**config.mk**
```make
export PLATFORM = sky130hd
export DESIGN_NAME = h27_axis
export DESIGN_NICKNAME = d
export VERILOG_FILES = /design/src/rtl/h27_pkg.sv /design/src/rtl/h27_axis.sv
export SDC_FILE = /design/constraint.sdc
export NUM_CORES = 2
export LEC_CHECK = 0
export CORE_UTILIZATION = 40
export DETAILED_ROUTE_END_ITERATION = 7
export DONT_BUFFER_PORTS = 1
export SYNTH_ARGS = -nofsm -noshare
export SYNTH_HDL_FRONTEND = slang
export SYNTH_SLANG_ARGS = --single-unit
```
**constraint.sdc**
```tcl
create_clock -name clk -period 10.7 [get_ports clk]
set_input_delay 1.07 -clock clk [delete_from_list [all_inputs] [get_ports clk]]
set_output_delay 1.07 -clock clk [all_outputs]
set_load 0.01 [all_outputs]
```
**src/rtl/h27_pkg.sv**
```systemverilog
`default_nettype none

package h27_pkg;

  localparam int NODES   = 27;
  localparam int DIMS    = 3;
  localparam int FACTORS = 3;
  localparam int IN_W    = 18;
  localparam int NODE_W  = 5;
  localparam int SHAPE_W = 18;
  localparam int DERIV_W = 19;

  localparam logic [NODE_W-1:0] LAST_NODE = NODE_W'(NODES - 1);

  // which 1d factor an axis uses: node coordinate -1, +1 or 0
  typedef enum logic [1:0] {
    FAC_NEG = 2'd0,
    FAC_POS = 2'd1,
    FAC_MID = 2'd2
  } fac_t;

  typedef struct packed {
    fac_t xi;
    fac_t eta;
    fac_t zeta;
  } node_sel_t;

  // control that travels with each node through the product pipeline
  typedef struct packed {
    logic              vld;
    logic [NODE_W-1:0] idx;
    logic              last;
  } node_tag_t;

  // factor selection per node: corners, edges, faces, centre
  function automatic node_sel_t node_sel(input logic [NODE_W-1:0] n);
    node_sel_t s;
    unique case (n)
      5'd0:    s = '{FAC_NEG, FAC_NEG, FAC_NEG};
      5'd1:    s = '{FAC_POS, FAC_NEG, FAC_NEG};
      5'd2:    s = '{FAC_POS, FAC_POS, FAC_NEG};
      5'd3:    s = '{FAC_NEG, FAC_POS, FAC_NEG};
      5'd4:    s = '{FAC_NEG, FAC_NEG, FAC_POS};
      5'd5:    s = '{FAC_POS, FAC_NEG, FAC_POS};
      5'd6:    s = '{FAC_POS, FAC_POS, FAC_POS};
      5'd7:    s = '{FAC_NEG, FAC_POS, FAC_POS};
      5'd8:    s = '{FAC_MID, FAC_NEG, FAC_NEG};
      5'd9:    s = '{FAC_POS, FAC_MID, FAC_NEG};
      5'd10:   s = '{FAC_MID, FAC_POS, FAC_NEG};
      5'd11:   s = '{FAC_NEG, FAC_MID, FAC_NEG};
      5'd12:   s = '{FAC_MID, FAC_NEG, FAC_POS};
      5'd13:   s = '{FAC_POS, FAC_MID, FAC_POS};
      5'd14:   s = '{FAC_MID, FAC_POS, FAC_POS};
      5'd15:   s = '{FAC_NEG, FAC_MID, FAC_POS};
      5'd16:   s = '{FAC_NEG, FAC_NEG, FAC_MID};
      5'd17:   s = '{FAC_POS, FAC_NEG, FAC_MID};
      5'd18:   s = '{FAC_POS, FAC_POS, FAC_MID};
      5'd19:   s = '{FAC_NEG, FAC_POS, FAC_MID};
      5'd20:   s = '{FAC_MID, FAC_NEG, FAC_MID};
      5'd21:   s = '{FAC_POS, FAC_MID, FAC_MID};
      5'd22:   s = '{FAC_MID, FAC_POS, FAC_MID};
      5'd23:   s = '{FAC_NEG, FAC_MID, FAC_MID};
      5'd24:   s = '{FAC_MID, FAC_MID, FAC_NEG};
      5'd25:   s = '{FAC_MID, FAC_MID, FAC_POS};
      5'd26:   s = '{FAC_MID, FAC_MID, FAC_MID};
      default: s = '{FAC_NEG, FAC_NEG, FAC_NEG};
    endcase
    return s;
  endfunction

endpackage

`default_nettype wire

```
**src/rtl/h27_axis.sv**
```systemverilog
`default_nettype none

// one axis: clamp, form the three quadratic factors and their derivatives
module h27_axis #(
  parameter int FRAC_BITS = 16
) (
  input  wire logic                                 clk,
  input  wire logic                                 rst,
  input  wire logic                                 in_vld,
  input  wire logic signed [h27_pkg::IN_W-1:0]      coord,
  output logic                                      occupied,
  output logic                                      out_vld,
  output logic signed [FRAC_BITS+2:0]               val [h27_pkg::FACTORS],
  output logic signed [FRAC_BITS+2:0]               der [h27_pkg::FACTORS]
);

  localparam int XW = FRAC_BITS + 2;
  localparam int FW = FRAC_BITS + 3;
  localparam int CW = (h27_pkg::IN_W > XW) ? h27_pkg::IN_W : XW;
  localparam int PW = 2 * XW + 1;
  localparam int QW = 2 * XW;

  localparam logic signed [CW-1:0] ONE_C  = CW'(1) << FRAC_BITS;
  localparam logic signed [XW:0]   ONE_X  = (XW+1)'(1) << FRAC_BITS;
  localparam logic signed [PW:0]   RND_L  = (PW+1)'(1) << FRAC_BITS;
  localparam logic signed [QW:0]   RND_Q  = (QW+1)'(1) << (FRAC_BITS - 1);
  localparam logic signed [FW-1:0] ONE_F  = FW'(1) << FRAC_BITS;
  localparam logic signed [FW-1:0] HALF_F = FW'(1) << (FRAC_BITS - 1);

  logic                   v1, v2;
  logic signed [XW-1:0]   x1, x2;
  logic signed [PW-1:0]   p_neg, p_pos;
  logic signed [QW-1:0]   p_sq;

  logic signed [CW-1:0]   c_ext, c_clamp;
  logic signed [XW:0]     xm, xp;
  logic signed [PW:0]     r_neg, r_pos;
  logic signed [QW:0]     r_sq;
  logic signed [FW-1:0]   xf;

  // clamp to +-1.0
  assign c_ext   = CW'(coord);
  assign c_clamp = (c_ext > ONE_C) ? ONE_C : ((c_ext < -ONE_C) ? -ONE_C : c_ext);

  // x - 1 and x + 1 for the corner factors
  assign xm = (XW+1)'(x1) - ONE_X;
  assign xp = (XW+1)'(x1) + ONE_X;

  // round to nearest, ties up
  assign r_neg = (PW+1)'(p_neg) + RND_L;
  assign r_pos = (PW+1)'(p_pos) + RND_L;
  assign r_sq  = (QW+1)'(p_sq) + RND_Q;
  assign xf    = FW'(x2);

  assign occupied = v1 | v2 | out_vld;

  // valid bits
  always_ff @(posedge clk) begin
    if (rst) begin
      v1      <= 1'b0;
      v2      <= 1'b0;
      out_vld <= 1'b0;
    end else begin
      v1      <= in_vld;
      v2      <= v1;
      out_vld <= v2;
    end
  end

  // stage 1 clamp, stage 2 products, stage 3 rounding
  always_ff @(posedge clk) begin
    x1     <= XW'(c_clamp);
    x2     <= x1;
    p_neg  <= PW'(x1) * PW'(xm);
    p_pos  <= PW'(x1) * PW'(xp);
    p_sq   <= QW'(x1) * QW'(x1);
    val[0] <= FW'(r_neg >>> (FRAC_BITS + 1));
    val[1] <= FW'(r_pos >>> (FRAC_BITS + 1));
    val[2] <= ONE_F - FW'(r_sq >>> FRAC_BITS);
    der[0] <= xf - HALF_F;
    der[1] <= xf + HALF_F;
    der[2] <= -(xf <<< 1);
  end

endmodule

`default_nettype wire

```
==> metrics.txt <==
status=complete, no violations; area fraction of the dominant cell type after synthesis=44.25%; number of placement rows=94; most frequent cells in the layout=843 x sky130_fd_sc_hd__inv_1, 586 x sky130_fd_sc_hd__fa_1, 194 x sky130_fd_sc_hd__dfxtp_1; Metal-1 WL=23810 microns; Routed met2 length=32270 microns; worst hold slack=0.3588 ns; post-route setup TNS=0 ns; die area=67320 sq um; clock skew after layout=0.02425 ns; vias in the first global route=19310; ANT nets after route=0; upper clock frequency limit=125.8 MHz; crit path kind=flip-flop to flip-flop; max incr delay on CP=0.59 ns; leakage power total=14.51 nW; crit end category=flip-flop; number of warnings printed during yosys synthesis=0; number of buffers inserted by port buffering=0; Reg2Reg Depth=25; library cell used as clock root buffer=sky130_fd_sc_hd__clkbuf_16; summed instance area of the synthesized netlist=26510 sq um; Sinks on Clock Net=194; detailed-route via count=16930; Ports=137; Worst EP arrival=8.34 ns; detailed-route wire length=62100 microns; final-report hold violation count=0; maximum level of the CTS H-tree=4; Critical path buffers and inverters=6; total setup buffers inserted after CTS=0; global route overflow=0; cell types occupying the most area after synthesis=sky130_fd_sc_hd__fa_1 44%, sky130_fd_sc_hd__dfxtp_1 15%, sky130_fd_sc_hd__inv_1 12%; number of buffers created by CTS=17; unrepaired setup endpoints after global routing=no; top routing layer in use=met4; data required time of the worst path=11.09 ns; drt pass-1 iters=5; global-route usage over all layers=20.10%; share of the yosys chip area belonging to registers=14.65%; total length of routed met3 wires=2538 microns; library cells used by synthesis=67; headroom to the max-slew limit=31.21%; Clock transition at path regs=0.10 ns; Placer Congestion=0.9391; Final Max Tran Viols=0; synthesis-to-finish area growth=5.979%; max-capacitance violation count=0; power per standard cell area=325.3 nW/um^2; Core Area=65630 sq um; hold-critical path endpoint=x2[10]; Synth area leader=sky130_fd_sc_hd__fa_1; share of post-route cells with drive strength above 1=2.516%; number of flip-flops and latches in the synthesized netlist=194; via/cell ratio=4.747; Tightest Pin Transition=1.024 ns; layout net count=3468; prevailing post-synth register cell=sky130_fd_sc_hd__dfxtp_1; wire length per cell=17.41 microns; Worst path slowest cell=sky130_fd_sc_hd__ha_1; cell count after synthesis=2718; clock tree from TritonCTS=done; clock period minus final worst setup slack=7.948 ns; post-detailed-placement half-perimeter wirelength=52960 microns; overall die height=259.5 microns; worst hold path depth=0; setup violation total in the final timing report=0; number of antenna violations at the first check in global routing=0; initial core utilization=40.40%; Worst Path Max Fanout=30; wire length of the first global-routing pass=102400 microns; capture point of the worst reg-to-reg path=p_neg[34]; clk_lat worst skew=0.50 ns; Iter 0 DRT Violations=796; reg-to-reg critical path startpoint=x1[16]; width of the chip=259.5 microns; cts hold-fix bufs=0; Async SR Flop Fraction=0%; number of buffers on the longest clock path=2; DR DRC count=0; final critical-path share of the clock period=74.28%; Ant. Diodes=0; worst IR drop on VDD=382.4 uV; flop-to-flop setup slack=2.75 ns; most common cell after layout, fill and taps aside=sky130_fd_sc_hd__inv_1; count of flip-flops with a built-in enable after synthesis=0; Mapped Avg Cell Area=9.755 sq um; # resized after CTS=0; worst hold path type=flip-flop to flip-flop; startpoint of the most critical hold path=x1[10]; pin count of the biggest net entering global routing=31; Worst setup SP type=flip-flop; kind of cell adding the most delay to the critical path=adder cells
==> where the power goes <==
| part | total, W | internal (W) | switching (W) |
|---|---|---|---|
| registers | 0.00139 | 0.00111 | 0.000274 |
| clock network | 0.000742 | 0.000388 | 0.000353 |
| logic | 0.00701 | 0.00302 | 0.00399 |
| total | 0.00914 | 0.00452 | 0.00462 |
==> per-layer routing <==
layer	vias to the layer above	track usage (%)
met1	8566	22.99
met2	411	35.83
met3	175	3.124
li1	7779	-
met4	0	10.96
met5	-	0
==> cell families (layout without fill, tap and decap cells) <==
| logic type | count (synthesis) | after routing | synth area share, % |
|---|---|---|---|
| buffers and inverters | 913 | 896 | 13.25 |
| adder cells (fa/ha/maj) | 757 | 757 | 52.31 |
| AND/OR/NAND/NOR | 510 | 510 | 9.589 |
| flip-flops | 194 | 194 | 14.65 |
| XOR/XNOR | 190 | 190 | 6.276 |
| AO/OA/AOI/OAI | 147 | 147 | 3.686 |
| multiplexers | 6 | 6 | 0.2312 |
| other | 1 | 3 | 0.01414 |
==> cell usage after synthesis (3+ instances only) <==
| cell type | n |
|---|---|
| sky130_fd_sc_hd__nand2_1 | 175 |
| sky130_fd_sc_hd__or3_1 | 3 |
| sky130_fd_sc_hd__xor2_1 | 67 |
| sky130_fd_sc_hd__dfxtp_1 | 194 |
| sky130_fd_sc_hd__a21oi_1 | 40 |
| sky130_fd_sc_hd__o21ai_1 | 3 |
| sky130_fd_sc_hd__buf_4 | 18 |
| sky130_fd_sc_hd__nor2_1 | 82 |
| sky130_fd_sc_hd__mux2i_1 | 5 |
| sky130_fd_sc_hd__o21ai_0 | 17 |
| sky130_fd_sc_hd__o21a_1 | 10 |
| sky130_fd_sc_hd__or2_2 | 4 |
| sky130_fd_sc_hd__and2_1 | 77 |
| sky130_fd_sc_hd__ha_1 | 170 |
| sky130_fd_sc_hd__and3_1 | 14 |
| sky130_fd_sc_hd__nor4_1 | 13 |
| sky130_fd_sc_hd__a211oi_1 | 5 |
| sky130_fd_sc_hd__a22oi_1 | 4 |
| sky130_fd_sc_hd__a21boi_0 | 5 |
| sky130_fd_sc_hd__a21o_1 | 24 |
| sky130_fd_sc_hd__or4_1 | 3 |
| sky130_fd_sc_hd__a41oi_1 | 3 |
| sky130_fd_sc_hd__inv_1 | 843 |
| sky130_fd_sc_hd__nand2b_1 | 29 |
| sky130_fd_sc_hd__nand3_1 | 39 |
| sky130_fd_sc_hd__nor2b_1 | 21 |
| sky130_fd_sc_hd__o21bai_1 | 6 |
| sky130_fd_sc_hd__nand4_1 | 13 |
| sky130_fd_sc_hd__xnor2_1 | 123 |
| sky130_fd_sc_hd__clkbuf_1 | 49 |
| sky130_fd_sc_hd__fa_1 | 586 |
| sky130_fd_sc_hd__nor3_1 | 24 |
| sky130_fd_sc_hd__a31oi_1 | 9 |
==> registers in the layout (all words and copies together) (netlist names) <==
signal   flops
x1          18
v2           1
p_pos       22
val         57
x2          17
v1           1
p_sq        19
p_neg       19
out_vld      1
der         39
==> cell type report <==
| type | count | area, sq um |
|---|---|---|
| tap | 864 | 1081 |
| clock buffer | 17 | 425.4 |
| multi-input combinational | 1613 | 19130 |
| clock inverter | 14 | 254.0 |
| fill | 6373 | 37530 |
| sequential | 194 | 3884 |
| inverter | 843 | 3164 |
| timing repair buffer | 22 | 165.2 |
==> stage by stage <==
step	utilization (%)	std cells	worst slack, ns	cell area, sq um	total power, W
floorplan	-	2720	3.662	26520	0.006729
global placement	41.78	3536	2.888	27420	0.008346
detailed placement	41.78	3536	2.763	27420	0.008483
CTS	42.82	3567	2.689	28100	0.009301
global route	42.82	3567	2.254	28100	0.01034
finish	42.82	3567	2.752	28100	0.009140
==> worst max-delay path by stage <==
stage	start	endpoint	slack, ns	depth (start not counted)
finish	x1[16]	p_neg[34]	2.75	25
global route	x1[16]	p_neg[34]	2.25	21
CTS	x1[16]	p_neg[34]	2.69	25
detailed placement	x1[16]	p_neg[34]	2.76	25
global placement	x1[16]	p_neg[34]	2.89	22
floorplan	x1[17]	p_neg[34]	3.66	24
Power figures use the tool's default switching activity.
